--- src/sv/pmdf_pkg.sv ---
`timescale 1ns / 1ps
// ----------------------------------------------------------------------------
// pmdf_pkg
// Shared widths, defaults and register indexes of the pot median filter.
// ----------------------------------------------------------------------------
package pmdf_pkg;

  localparam int PotW    = 4;
  localparam int CodeW   = 10;
  localparam int TickW   = 32;
  localparam int HoldW   = 24;
  localparam int CfgW    = 24;
  localparam int CfgIdxW = 2;

  localparam int NumPotsDef   = 10;
  localparam int WindowLenDef = 15;

  localparam logic [CodeW-1:0] ChangeThrRst = CodeW'(16);
  localparam logic [CodeW-1:0] RelockThrRst = CodeW'(16);
  localparam logic [HoldW-1:0] HoldTicksRst = HoldW'(1000);

  typedef enum logic [CfgIdxW-1:0] {
    CfgChangeThr = 2'd0,
    CfgRelockThr = 2'd1,
    CfgHoldTicks = 2'd2
  } cfg_idx_e;

endpackage

--- src/sv/pmdf_ram.sv ---
`timescale 1ns / 1ps
// ----------------------------------------------------------------------------
// pmdf_ram
// Generic single-write, single-read RAM with a registered read port.
// ----------------------------------------------------------------------------
module pmdf_ram #(
  parameter int Width = 8,
  parameter int Depth = 16,
  localparam int AddrW = (Depth > 1) ? $clog2(Depth) : 1
) (
  input  logic             clk_i,
  input  logic             we_i,
  input  logic [AddrW-1:0] waddr_i,
  input  logic [Width-1:0] wdata_i,
  input  logic             re_i,
  input  logic [AddrW-1:0] raddr_i,
  output logic [Width-1:0] rdata_o
);

  logic [Width-1:0] mem_q [Depth];
  logic [Width-1:0] rdata_q;

  always_ff @(posedge clk_i) begin
    if (we_i) begin
      mem_q[waddr_i] <= wdata_i;
    end
    if (re_i) begin
      rdata_q <= mem_q[raddr_i];
    end
  end

  assign rdata_o = rdata_q;

endmodule

--- src/sv/pmdf_sorter.sv ---
`timescale 1ns / 1ps
// ----------------------------------------------------------------------------
// pmdf_sorter
// Insertion sorter: one code per cycle, while ins_i is high, enters a sorted register row.
// ----------------------------------------------------------------------------
module pmdf_sorter import pmdf_pkg::*; #(
  parameter int Len = WindowLenDef
) (
  input  logic             clk_i,
  input  logic             init_i,
  input  logic             ins_i,
  input  logic [CodeW-1:0] data_i,
  output logic [CodeW-1:0] median_o
);

  localparam int EntW = CodeW + 1;
  localparam int Mid  = Len / 2;

  // entries carry one extra bit so the empty marker sorts above any code
  logic [EntW-1:0] row_q [Len];
  logic [EntW-1:0] row_d [Len];
  logic [Len-1:0]  gt;
  logic [EntW-1:0] val;

  always_comb begin
    val = {1'b0, data_i};
    for (int i = 0; i < Len; i++) begin
      gt[i] = row_q[i] > val;
    end
    for (int i = 0; i < Len; i++) begin
      if (init_i) begin
        row_d[i] = '1;
      end else if (ins_i && gt[i]) begin
        if (i > 0 && gt[(i > 0) ? i - 1 : 0]) begin
          row_d[i] = row_q[(i > 0) ? i - 1 : 0];
        end else begin
          row_d[i] = val;
        end
      end else begin
        row_d[i] = row_q[i];
      end
    end
  end

  always_ff @(posedge clk_i) begin
    for (int i = 0; i < Len; i++) begin
      row_q[i] <= row_d[i];
    end
  end

  assign median_o = row_q[Mid][CodeW-1:0];

endmodule

--- src/sv/pot_median_deadband_filter.sv ---
`timescale 1ns / 1ps
// ----------------------------------------------------------------------------
// pot_median_deadband_filter
// Per-pot median filter with dead band and lock window over sample memory.
// ----------------------------------------------------------------------------
// One item is processed at a time. For an in-range item the pot's window is
// streamed out of the sample memory one entry per cycle into an insertion
// sorter, then the decide step loads the result and writes the pot record back
// when the sample is taken. A pot number of NUM_POTS or more goes from
// acceptance straight to the decide step and writes neither memory. The next
// item is accepted the cycle after the result is loaded, even while that result
// waits on out_stall_i; the decide step waits as long as an earlier result is
// still held by out_stall_i. After reset a clearing pass over all
// NUM_POTS * WINDOW_LEN sample entries zeroes both memories; items are held off
// during it, configuration writes are taken at any time.
// ----------------------------------------------------------------------------
module pot_median_deadband_filter import pmdf_pkg::*; #(
  parameter int NUM_POTS   = NumPotsDef,
  parameter int WINDOW_LEN = WindowLenDef
) (
  input  logic               clk_i,
  input  logic               rst_ni,
  input  logic               cfg_we_i,
  input  logic [CfgIdxW-1:0] cfg_idx_i,
  input  logic [CfgW-1:0]    cfg_wdata_i,
  input  logic               in_valid_i,
  output logic               in_stall_o,
  input  logic [PotW-1:0]    pot_index_i,
  input  logic [CodeW-1:0]   sample_code_i,
  input  logic [TickW-1:0]   now_tick_i,
  output logic               out_valid_o,
  input  logic               out_stall_i,
  output logic [PotW-1:0]    pot_number_o,
  output logic [CodeW-1:0]   held_level_o,
  output logic               moved_o
);

  localparam int WinDepth = NUM_POTS * WINDOW_LEN;
  localparam int WinAw    = (WinDepth > 1) ? $clog2(WinDepth) : 1;
  localparam int PotAw    = (NUM_POTS > 1) ? $clog2(NUM_POTS) : 1;
  localparam int SlotW    = $clog2(WINDOW_LEN);
  localparam int CntW     = $clog2(WINDOW_LEN + 1);
  localparam int RecW     = TickW + 2 * CodeW;

  typedef enum logic [3:0] {
    StClear  = 4'b0001,
    StIdle   = 4'b0010,
    StRun    = 4'b0100,
    StDecide = 4'b1000
  } state_e;

  state_e state_q, state_d;

  logic [CodeW-1:0] chg_thr_q, relock_thr_q;
  logic [HoldW-1:0] hold_q;

  logic [WinAw-1:0] clr_cnt_q, clr_cnt_d;
  logic [SlotW-1:0] wr_slot_q, wr_slot_d;
  logic [SlotW-1:0] slot_q, slot_d;
  logic [WinAw-1:0] base_q, base_d;
  logic [PotW-1:0]  pot_q, pot_d;
  logic [CodeW-1:0] code_q, code_d;
  logic [TickW-1:0] now_q, now_d;
  logic             bad_q, bad_d;
  logic [CntW-1:0]  rd_cnt_q, rd_cnt_d;
  logic             rd_vld_q, rd_vld_d;
  logic [SlotW-1:0] rd_idx_q, rd_idx_d;

  logic             out_valid_q, out_valid_d;
  logic [PotW-1:0]  out_pot_q, out_pot_d;
  logic [CodeW-1:0] out_lvl_q, out_lvl_d;
  logic             out_moved_q, out_moved_d;

  logic             in_acc, in_range, rd_issue, dec_go, sort_ins;
  logic [SlotW-1:0] slot_next;
  logic             win_we;
  logic [WinAw-1:0] win_waddr, win_raddr;
  logic [CodeW-1:0] win_wdata, win_rdata, ins_val, median;
  logic             rec_we;
  logic [PotAw-1:0] rec_waddr;
  logic [RecW-1:0]  rec_wdata, rec_rdata;

  logic [TickW-1:0] lock_until, lock_until_new;
  logic [CodeW-1:0] lock_level, cur_level, diff_cur, diff_lock;
  logic             take, relock;

  assign in_stall_o = (state_q != StIdle);
  assign in_acc     = in_valid_i && (state_q == StIdle);
  assign in_range   = int'(pot_index_i) < NUM_POTS;
  assign slot_next  = (wr_slot_q == SlotW'(WINDOW_LEN - 1)) ? '0 : wr_slot_q + 1'b1;

  // configuration
  always_ff @(posedge clk_i or negedge rst_ni) begin
    if (!rst_ni) begin
      chg_thr_q    <= ChangeThrRst;
      relock_thr_q <= RelockThrRst;
      hold_q       <= HoldTicksRst;
    end else if (cfg_we_i) begin
      case (cfg_idx_i)
        CfgChangeThr: chg_thr_q    <= cfg_wdata_i[CodeW-1:0];
        CfgRelockThr: relock_thr_q <= cfg_wdata_i[CodeW-1:0];
        CfgHoldTicks: hold_q       <= cfg_wdata_i[HoldW-1:0];
        default: ;
      endcase
    end
  end

  // decision on the pot record read at acceptance
  assign {lock_until, lock_level, cur_level} = rec_rdata;
  always_comb begin
    diff_cur       = (median >= cur_level) ? median - cur_level : cur_level - median;
    diff_lock      = (median >= lock_level) ? median - lock_level : lock_level - median;
    take           = (diff_cur >= chg_thr_q) || (now_q < lock_until);
    relock         = diff_lock >= relock_thr_q;
    lock_until_new = now_q + TickW'(hold_q);
  end

  assign dec_go   = (state_q == StDecide) && (!out_valid_q || !out_stall_i);
  assign rd_issue = (state_q == StRun) && (rd_cnt_q < CntW'(WINDOW_LEN));
  assign sort_ins = rd_vld_q;
  assign ins_val  = (rd_idx_q == slot_q) ? code_q : win_rdata;

  always_comb begin
    state_d     = state_q;
    clr_cnt_d   = clr_cnt_q;
    wr_slot_d   = wr_slot_q;
    slot_d      = slot_q;
    base_d      = base_q;
    pot_d       = pot_q;
    code_d      = code_q;
    now_d       = now_q;
    bad_d       = bad_q;
    rd_cnt_d    = rd_cnt_q;
    rd_vld_d    = rd_issue;
    rd_idx_d    = rd_cnt_q[SlotW-1:0];
    out_valid_d = out_valid_q && out_stall_i;
    out_pot_d   = out_pot_q;
    out_lvl_d   = out_lvl_q;
    out_moved_d = out_moved_q;
    win_we      = 1'b0;
    win_waddr   = base_q + WinAw'(slot_q);
    win_wdata   = code_q;
    win_raddr   = base_q + WinAw'(rd_cnt_q);
    rec_we      = 1'b0;
    rec_waddr   = pot_q[PotAw-1:0];
    rec_wdata   = rec_rdata;

    case (state_q)
      StClear: begin
        win_we    = 1'b1;
        win_waddr = clr_cnt_q;
        win_wdata = '0;
        rec_we    = int'(clr_cnt_q) < NUM_POTS;
        rec_waddr = clr_cnt_q[PotAw-1:0];
        rec_wdata = '0;
        clr_cnt_d = clr_cnt_q + 1'b1;
        if (clr_cnt_q == WinAw'(WinDepth - 1)) begin
          state_d = StIdle;
        end
      end
      StIdle: begin
        if (in_acc) begin
          pot_d    = pot_index_i;
          code_d   = sample_code_i;
          now_d    = now_tick_i;
          bad_d    = !in_range;
          rd_cnt_d = '0;
          base_d   = WinAw'(pot_index_i[PotAw-1:0]) * WinAw'(WINDOW_LEN);
          if (in_range && pot_index_i == '0) begin
            wr_slot_d = slot_next;
            slot_d    = slot_next;
          end else begin
            slot_d    = wr_slot_q;
          end
          state_d = in_range ? StRun : StDecide;
        end
      end
      StRun: begin
        // the new sample goes in on the first cycle; its slot is bypassed on read
        win_we = (rd_cnt_q == '0);
        if (rd_issue) begin
          rd_cnt_d = rd_cnt_q + 1'b1;
        end
        if (rd_vld_q && rd_idx_q == SlotW'(WINDOW_LEN - 1)) begin
          state_d = StDecide;
        end
      end
      StDecide: begin
        if (dec_go) begin
          out_valid_d = 1'b1;
          out_pot_d   = pot_q;
          if (bad_q) begin
            out_lvl_d   = '0;
            out_moved_d = 1'b0;
          end else begin
            out_lvl_d   = take ? median : cur_level;
            out_moved_d = take;
            rec_we      = take;
            rec_wdata   = relock ? {lock_until_new, median, median}
                                 : {lock_until, lock_level, median};
          end
          state_d = StIdle;
        end
      end
      default: state_d = StIdle;
    endcase
  end

  always_ff @(posedge clk_i or negedge rst_ni) begin
    if (!rst_ni) begin
      state_q     <= StClear;
      clr_cnt_q   <= '0;
      wr_slot_q   <= '0;
      rd_cnt_q    <= '0;
      rd_vld_q    <= 1'b0;
      out_valid_q <= 1'b0;
    end else begin
      state_q     <= state_d;
      clr_cnt_q   <= clr_cnt_d;
      wr_slot_q   <= wr_slot_d;
      rd_cnt_q    <= rd_cnt_d;
      rd_vld_q    <= rd_vld_d;
      out_valid_q <= out_valid_d;
    end
  end

  always_ff @(posedge clk_i) begin
    slot_q      <= slot_d;
    base_q      <= base_d;
    pot_q       <= pot_d;
    code_q      <= code_d;
    now_q       <= now_d;
    bad_q       <= bad_d;
    rd_idx_q    <= rd_idx_d;
    out_pot_q   <= out_pot_d;
    out_lvl_q   <= out_lvl_d;
    out_moved_q <= out_moved_d;
  end

  pmdf_ram #(
    .Width (CodeW),
    .Depth (WinDepth)
  ) u_win_ram (
    .clk_i   (clk_i),
    .we_i    (win_we),
    .waddr_i (win_waddr),
    .wdata_i (win_wdata),
    .re_i    (rd_issue),
    .raddr_i (win_raddr),
    .rdata_o (win_rdata)
  );

  pmdf_ram #(
    .Width (RecW),
    .Depth (NUM_POTS)
  ) u_rec_ram (
    .clk_i   (clk_i),
    .we_i    (rec_we),
    .waddr_i (rec_waddr),
    .wdata_i (rec_wdata),
    .re_i    (in_acc),
    .raddr_i (pot_index_i[PotAw-1:0]),
    .rdata_o (rec_rdata)
  );

  pmdf_sorter #(
    .Len (WINDOW_LEN)
  ) u_sorter (
    .clk_i    (clk_i),
    .init_i   (in_acc),
    .ins_i    (sort_ins),
    .data_i   (ins_val),
    .median_o (median)
  );

  assign out_valid_o  = out_valid_q;
  assign pot_number_o = out_pot_q;
  assign held_level_o = out_lvl_q;
  assign moved_o      = out_moved_q;

  // a fresh result only ever comes out of the decide step
  assert property (@(posedge clk_i) disable iff (!rst_ni)
    (out_valid_o && !$past(out_valid_o && out_stall_i)) |-> $past(state_q == StDecide))
    else $error("result loaded outside decide");

  // the sample memory is only written by the clearing pass or the first run cycle
  assert property (@(posedge clk_i) disable iff (!rst_ni)
    win_we |-> (state_q == StClear || (state_q == StRun && rd_cnt_q == '0)))
    else $error("unexpected sample memory write");

  // window read data only returns while the window is being streamed
  assert property (@(posedge clk_i) disable iff (!rst_ni)
    rd_vld_q |-> state_q == StRun)
    else $error("window read data outside run");

  // a result waiting on the output is never overwritten
  assert property (@(posedge clk_i) disable iff (!rst_ni)
    (out_valid_o && out_stall_i) |=> (out_valid_o && $stable(held_level_o)
                                      && $stable(pot_number_o) && $stable(moved_o)))
    else $error("pending result overwritten");

endmodule
--- config.mk ---
export PLATFORM = sky130hd
export DESIGN_NAME = pot_median_deadband_filter
export DESIGN_NICKNAME = d
export VERILOG_FILES = /design/src/sv/pmdf_pkg.sv /design/src/sv/pmdf_ram.sv /design/src/sv/pmdf_sorter.sv /design/src/sv/pot_median_deadband_filter.sv
export SDC_FILE = /design/constraint.sdc
export NUM_CORES = 2
export LEC_CHECK = 0
export BUFFER_PORTS_ARGS = -buffer_cell sky130_fd_sc_hd__buf_4
export CORE_ASPECT_RATIO = 1.5
export CORE_MARGIN = 2
export CORE_UTILIZATION = 60
export CTS_CLUSTER_SIZE = 24
export DETAILED_ROUTE_END_ITERATION = 10
export PLACE_DENSITY = 0.81
export SYNTH_ARGS = -nofsm -noshare
export SYNTH_HDL_FRONTEND = slang
export SYNTH_HIERARCHICAL = 1
export SYNTH_SLANG_ARGS = --single-unit
--- constraint.sdc ---
create_clock -name clk_i -period 27 [get_ports clk_i]
set_clock_uncertainty 0.05 [all_clocks]
set_input_delay 1.35 -clock clk_i [delete_from_list [all_inputs] [get_ports clk_i]]
set_output_delay 1.35 -clock clk_i [all_outputs]
set_load 0.05 [all_outputs]
==> impl_metrics.toml <==
[critical_path]
cp.arrival_ns = 8.05
cp-end-kind = "flip-flop"
cp_max_fo = 44
crit_type = "flip-flop to flip-flop"
worst_ep_required_time_ns = 27.41
crit_path_start_kind = "flip-flop"
reg2reg_slack_ns = 19.36
cp_slowest_cell = "buf_4"
worstPathCellList = "inv_1 > ha_1 > a41o_1 > a211oi_1 > o31ai_1 > nand2_1 > a211oi_1 > o22ai_1 > a21oi_2 > xnor2_1 > ha_1 > and4b_1 > nand3_1 > nor4_1 > o32a_1 > o21ai_1 > or3b_2 > nor3_2 > buf_4"
slowest_delay_ns = 0.76

[placement]
dpl.cell_count = 7912
gp_congestion = 0.941
dp_hpwl_mm = 149
portBuffers = 93

[timing]
hold_violations = 0
max_freq_ghz = 0.131
rsz0062_at_grt = "no"
tightest_slew_ns = 1.38
drv_slew = 0
setup_violations = 0
period_minus_slack_ns = 7.64
slew_headroom_pct = 7.86
fin_tns_setup_ns = 0
fin_crit_sh_pct = 28.3

[route]
drcViolationCount = 0
dr.pass1.iters = 6
drtIter0Drc = 6600
vias = 55500
final_antenna_net_count = 0
finalWirelength_mm = 246
via_per_inst = 6.69
routedWlPerCell_um = 29.8

[yosys]
synth.most_common_cell = "edfxtp_1"
synth_cell_types = 103
ys_seq_area_share_pct = 69.1
syn_nets = 6261
synthTopCellsByCount = "edfxtp_1 (2155), mux2i_1 (416), mux4_2 (260), nor2_1 (253), mux2_2 (239)"
synth_edf_count = 2155
synthCells = 5953
synth_ff_type = "edfxtp_1"
yosysWarnings = 6
synth_area_leaders = "edfxtp_1 (66%), mux4_2 (5.9%), mux2i_1 (4.2%), ha_1 (2.8%), mux2_2 (2.7%)"
synth_top_area_cell = "edfxtp_1"
synth_top_area_share_pct = 65.6
ys_seq_elements = 2313
synth.avg_cell_area_um2 = 16.6
netlist_area_um2 = 98700
synthArstFlopShare_pct = 2.85

[layout]
fin_cells = 8285
fin_util_pct = 65.8
drive_above_1_share_pct = 17.4
nNetsFinal = 6305
syn_to_final_growth_pct = 9.15

[flow_run]
maxCapViolCount = 0

[clocking]
ctsHoldBuffers = 0
numCtsBuffers = 199
clock_path_buffers = 3
postCtsResizedCells = 0
h-tree-depth = 4
clock_latency_ns = 0.85
cts_root_buf = "clkbuf_16"
cts_setup_buffers = 0
clkSinkCount = 2313
cts_tree = "yes"
clk_pin_slew_ns = 0.07

[status]
status = "complete, no violations"

[die]
coreArea_um2 = 164000
fp-row-count = 182
ioPinCount = 94
start_util_pct = 60.3
die_h_um = 501
die_area_um2 = 168000
die_w_um = 335

[global_routing]
grt_util_all_layers_pct = 29.5
overflow = 0
grt_max_degree = 172
grt_pass1_vias = 56300
grt_first_pass_wirelength_mm = 364
antenna_found_initial = 7

[power]
p_leak_nw = 37.0
powerDensity_nw_per_um2 = 104
irDropWorstVdd_v = 0.000105

[hold_path]
min-delay-path-class = "flip-flop to flip-flop"
-- layout by cell type (no fill, tap or decap), types with 19 or more instances in the layout --
| cell | netlist | layout |
|---|---|---|
| mux4_2 | 260 | 260 |
| a22oi_1 | 81 | 81 |
| nand4_1 | 21 | 21 |
| o32ai_1 | 30 | 30 |
| edfxtp_1 | 2155 | 2155 |
| o21ai_0 | 168 | 167 |
| a21oi_1 | 151 | 151 |
| nand2b_1 | 43 | 41 |
| nand3_1 | 156 | 156 |
| nor2_1 | 253 | 242 |
| a221o_1 | 21 | 21 |
| clkinv_1 | 0 | 43 |
| xnor2_1 | 44 | 42 |
| clkinv_2 | 0 | 37 |
| a21o_1 | 61 | 61 |
| dfrtp_1 | 57 | 57 |
| clkbuf_1 | 176 | 38 |
| mux2i_1 | 416 | 416 |
| nor3_1 | 53 | 49 |
| clkbuf_16 | 0 | 199 |
| a31oi_1 | 24 | 24 |
| o22ai_1 | 83 | 83 |
| a211oi_1 | 56 | 56 |
| a32oi_1 | 60 | 60 |
| nand2_1 | 188 | 187 |
| dfxtp_1 | 92 | 92 |
| nor2b_1 | 58 | 45 |
| buf_4 | 31 | 170 |
| o211ai_1 | 41 | 41 |
| bufinv_16 | 0 | 19 |
| inv_1 | 180 | 178 |
| a22o_1 | 53 | 53 |
| o31ai_1 | 65 | 64 |
| mux2_2 | 239 | 239 |
| ha_1 | 219 | 218 |
-- power by group --
group / leakage (nW) / internal, mW / switching (mW)
registers: 21.0 / 4.24 / 0.120
clock network: 3.17 / 1.56 / 1.31
logic: 12.9 / 1.48 / 2.48
-- stage by stage --
step	power, mW	hold slack [ns]	setup slack, ns	area, µm²
CTS	11.1	0.412	19.36	108000
global placement	8.20	0.380	19.44	101000
global route	11.6	0.421	19.01	108000
detailed placement	8.28	0.393	19.42	101000
finish	11.2	0.412	19.36	108000
floorplan	7.15	0.363	18.42	98700
-- cell type report --
class	count	area [µm²]
Inverter	180	688
Clock inverter	132	1380
Multi-Input combinational cell	3126	28200
Fill cell	10500	56000
Sequential cell	2313	68200
Timing Repair Buffer	177	1410
Clock buffer	238	5140
Tap cell	2116	2650
Antenna cell	3	7.51
-- critical path, delay by kind of cell (launching register included) --
kind	cells	cell delay, ns
compound gates	8	2.51
xor+xnor	1	0.15
fa+ha+maj	2	0.61
buf+inv	2	1.05
flops	1	0.65
simple gates	6	2.16
-- flip-flops by register name, indices dropped and copies added (netlist names) --
| name | cells |
|---|---|
| u_win_ram/mem_q | 1500 |
| u_rec_ram/mem_q | 520 |
| u_sorter/row_q | 88 |
| u_rec_ram/rdata_o | 52 |
| now_q | 32 |
| hold_q | 24 |
| chg_thr_q | 10 |
| code_q | 10 |
| held_level_o | 10 |
| relock_thr_q | 10 |
| u_win_ram/rdata_o | 10 |
| base_q | 8 |
| clr_cnt_q | 8 |
| pot_number_o | 4 |
| rd_cnt_q | 4 |
| rd_idx_q | 4 |
| slot_q | 4 |
| state_q | 4 |
| wr_slot_q | 4 |
| pot_q | 3 |
| bad_q | 1 |
| moved_o | 1 |
| out_valid_o | 1 |
| rd_vld_q | 1 |
-- path summary, 6_finish.rpt --
check	startpoint	cells after the start	end
min in group asynchronous	rst_ni	1	hold_q[1]$_DFFE_PN0P_
setup / recovery	u_sorter/row_q[0][78]$_SDFFE_PP1P_	19	u_rec_ram/mem_q[0][40]$_DFFE_PP_
setup reg to reg	u_sorter/row_q[0][78]$_SDFFE_PP1P_	19	u_rec_ram/mem_q[0][40]$_DFFE_PP_
max in group asynchronous	rst_ni	1	wr_slot_q[1]$_DFFE_PN0P_
hold / removal	pot_q[1]$_DFFE_PP_	0	pot_number_o[1]$_DFFE_PP_
hold reg to reg	pot_q[1]$_DFFE_PP_	0	pot_number_o[1]$_DFFE_PP_
-- cells by family after synthesis --
logic type / after synthesis / synth area share (%)
flops: 2313 / 69.1
simple gates: 883 / 4.39
buf+inv: 514 / 2.53
compound gates: 1035 / 7.52
xor+xnor: 62 / 0.550
mux: 915 / 12.9
fa+ha+maj: 231 / 3.02
-- routing by layer --
metal	GRT usage [%]	part of all wire, %
met2	50.9	51
met3	4.45	8.1
met1	35.7	34
met4	16.1	6.0
met5	0	0.0085
(Power assumes the default switching activity.)
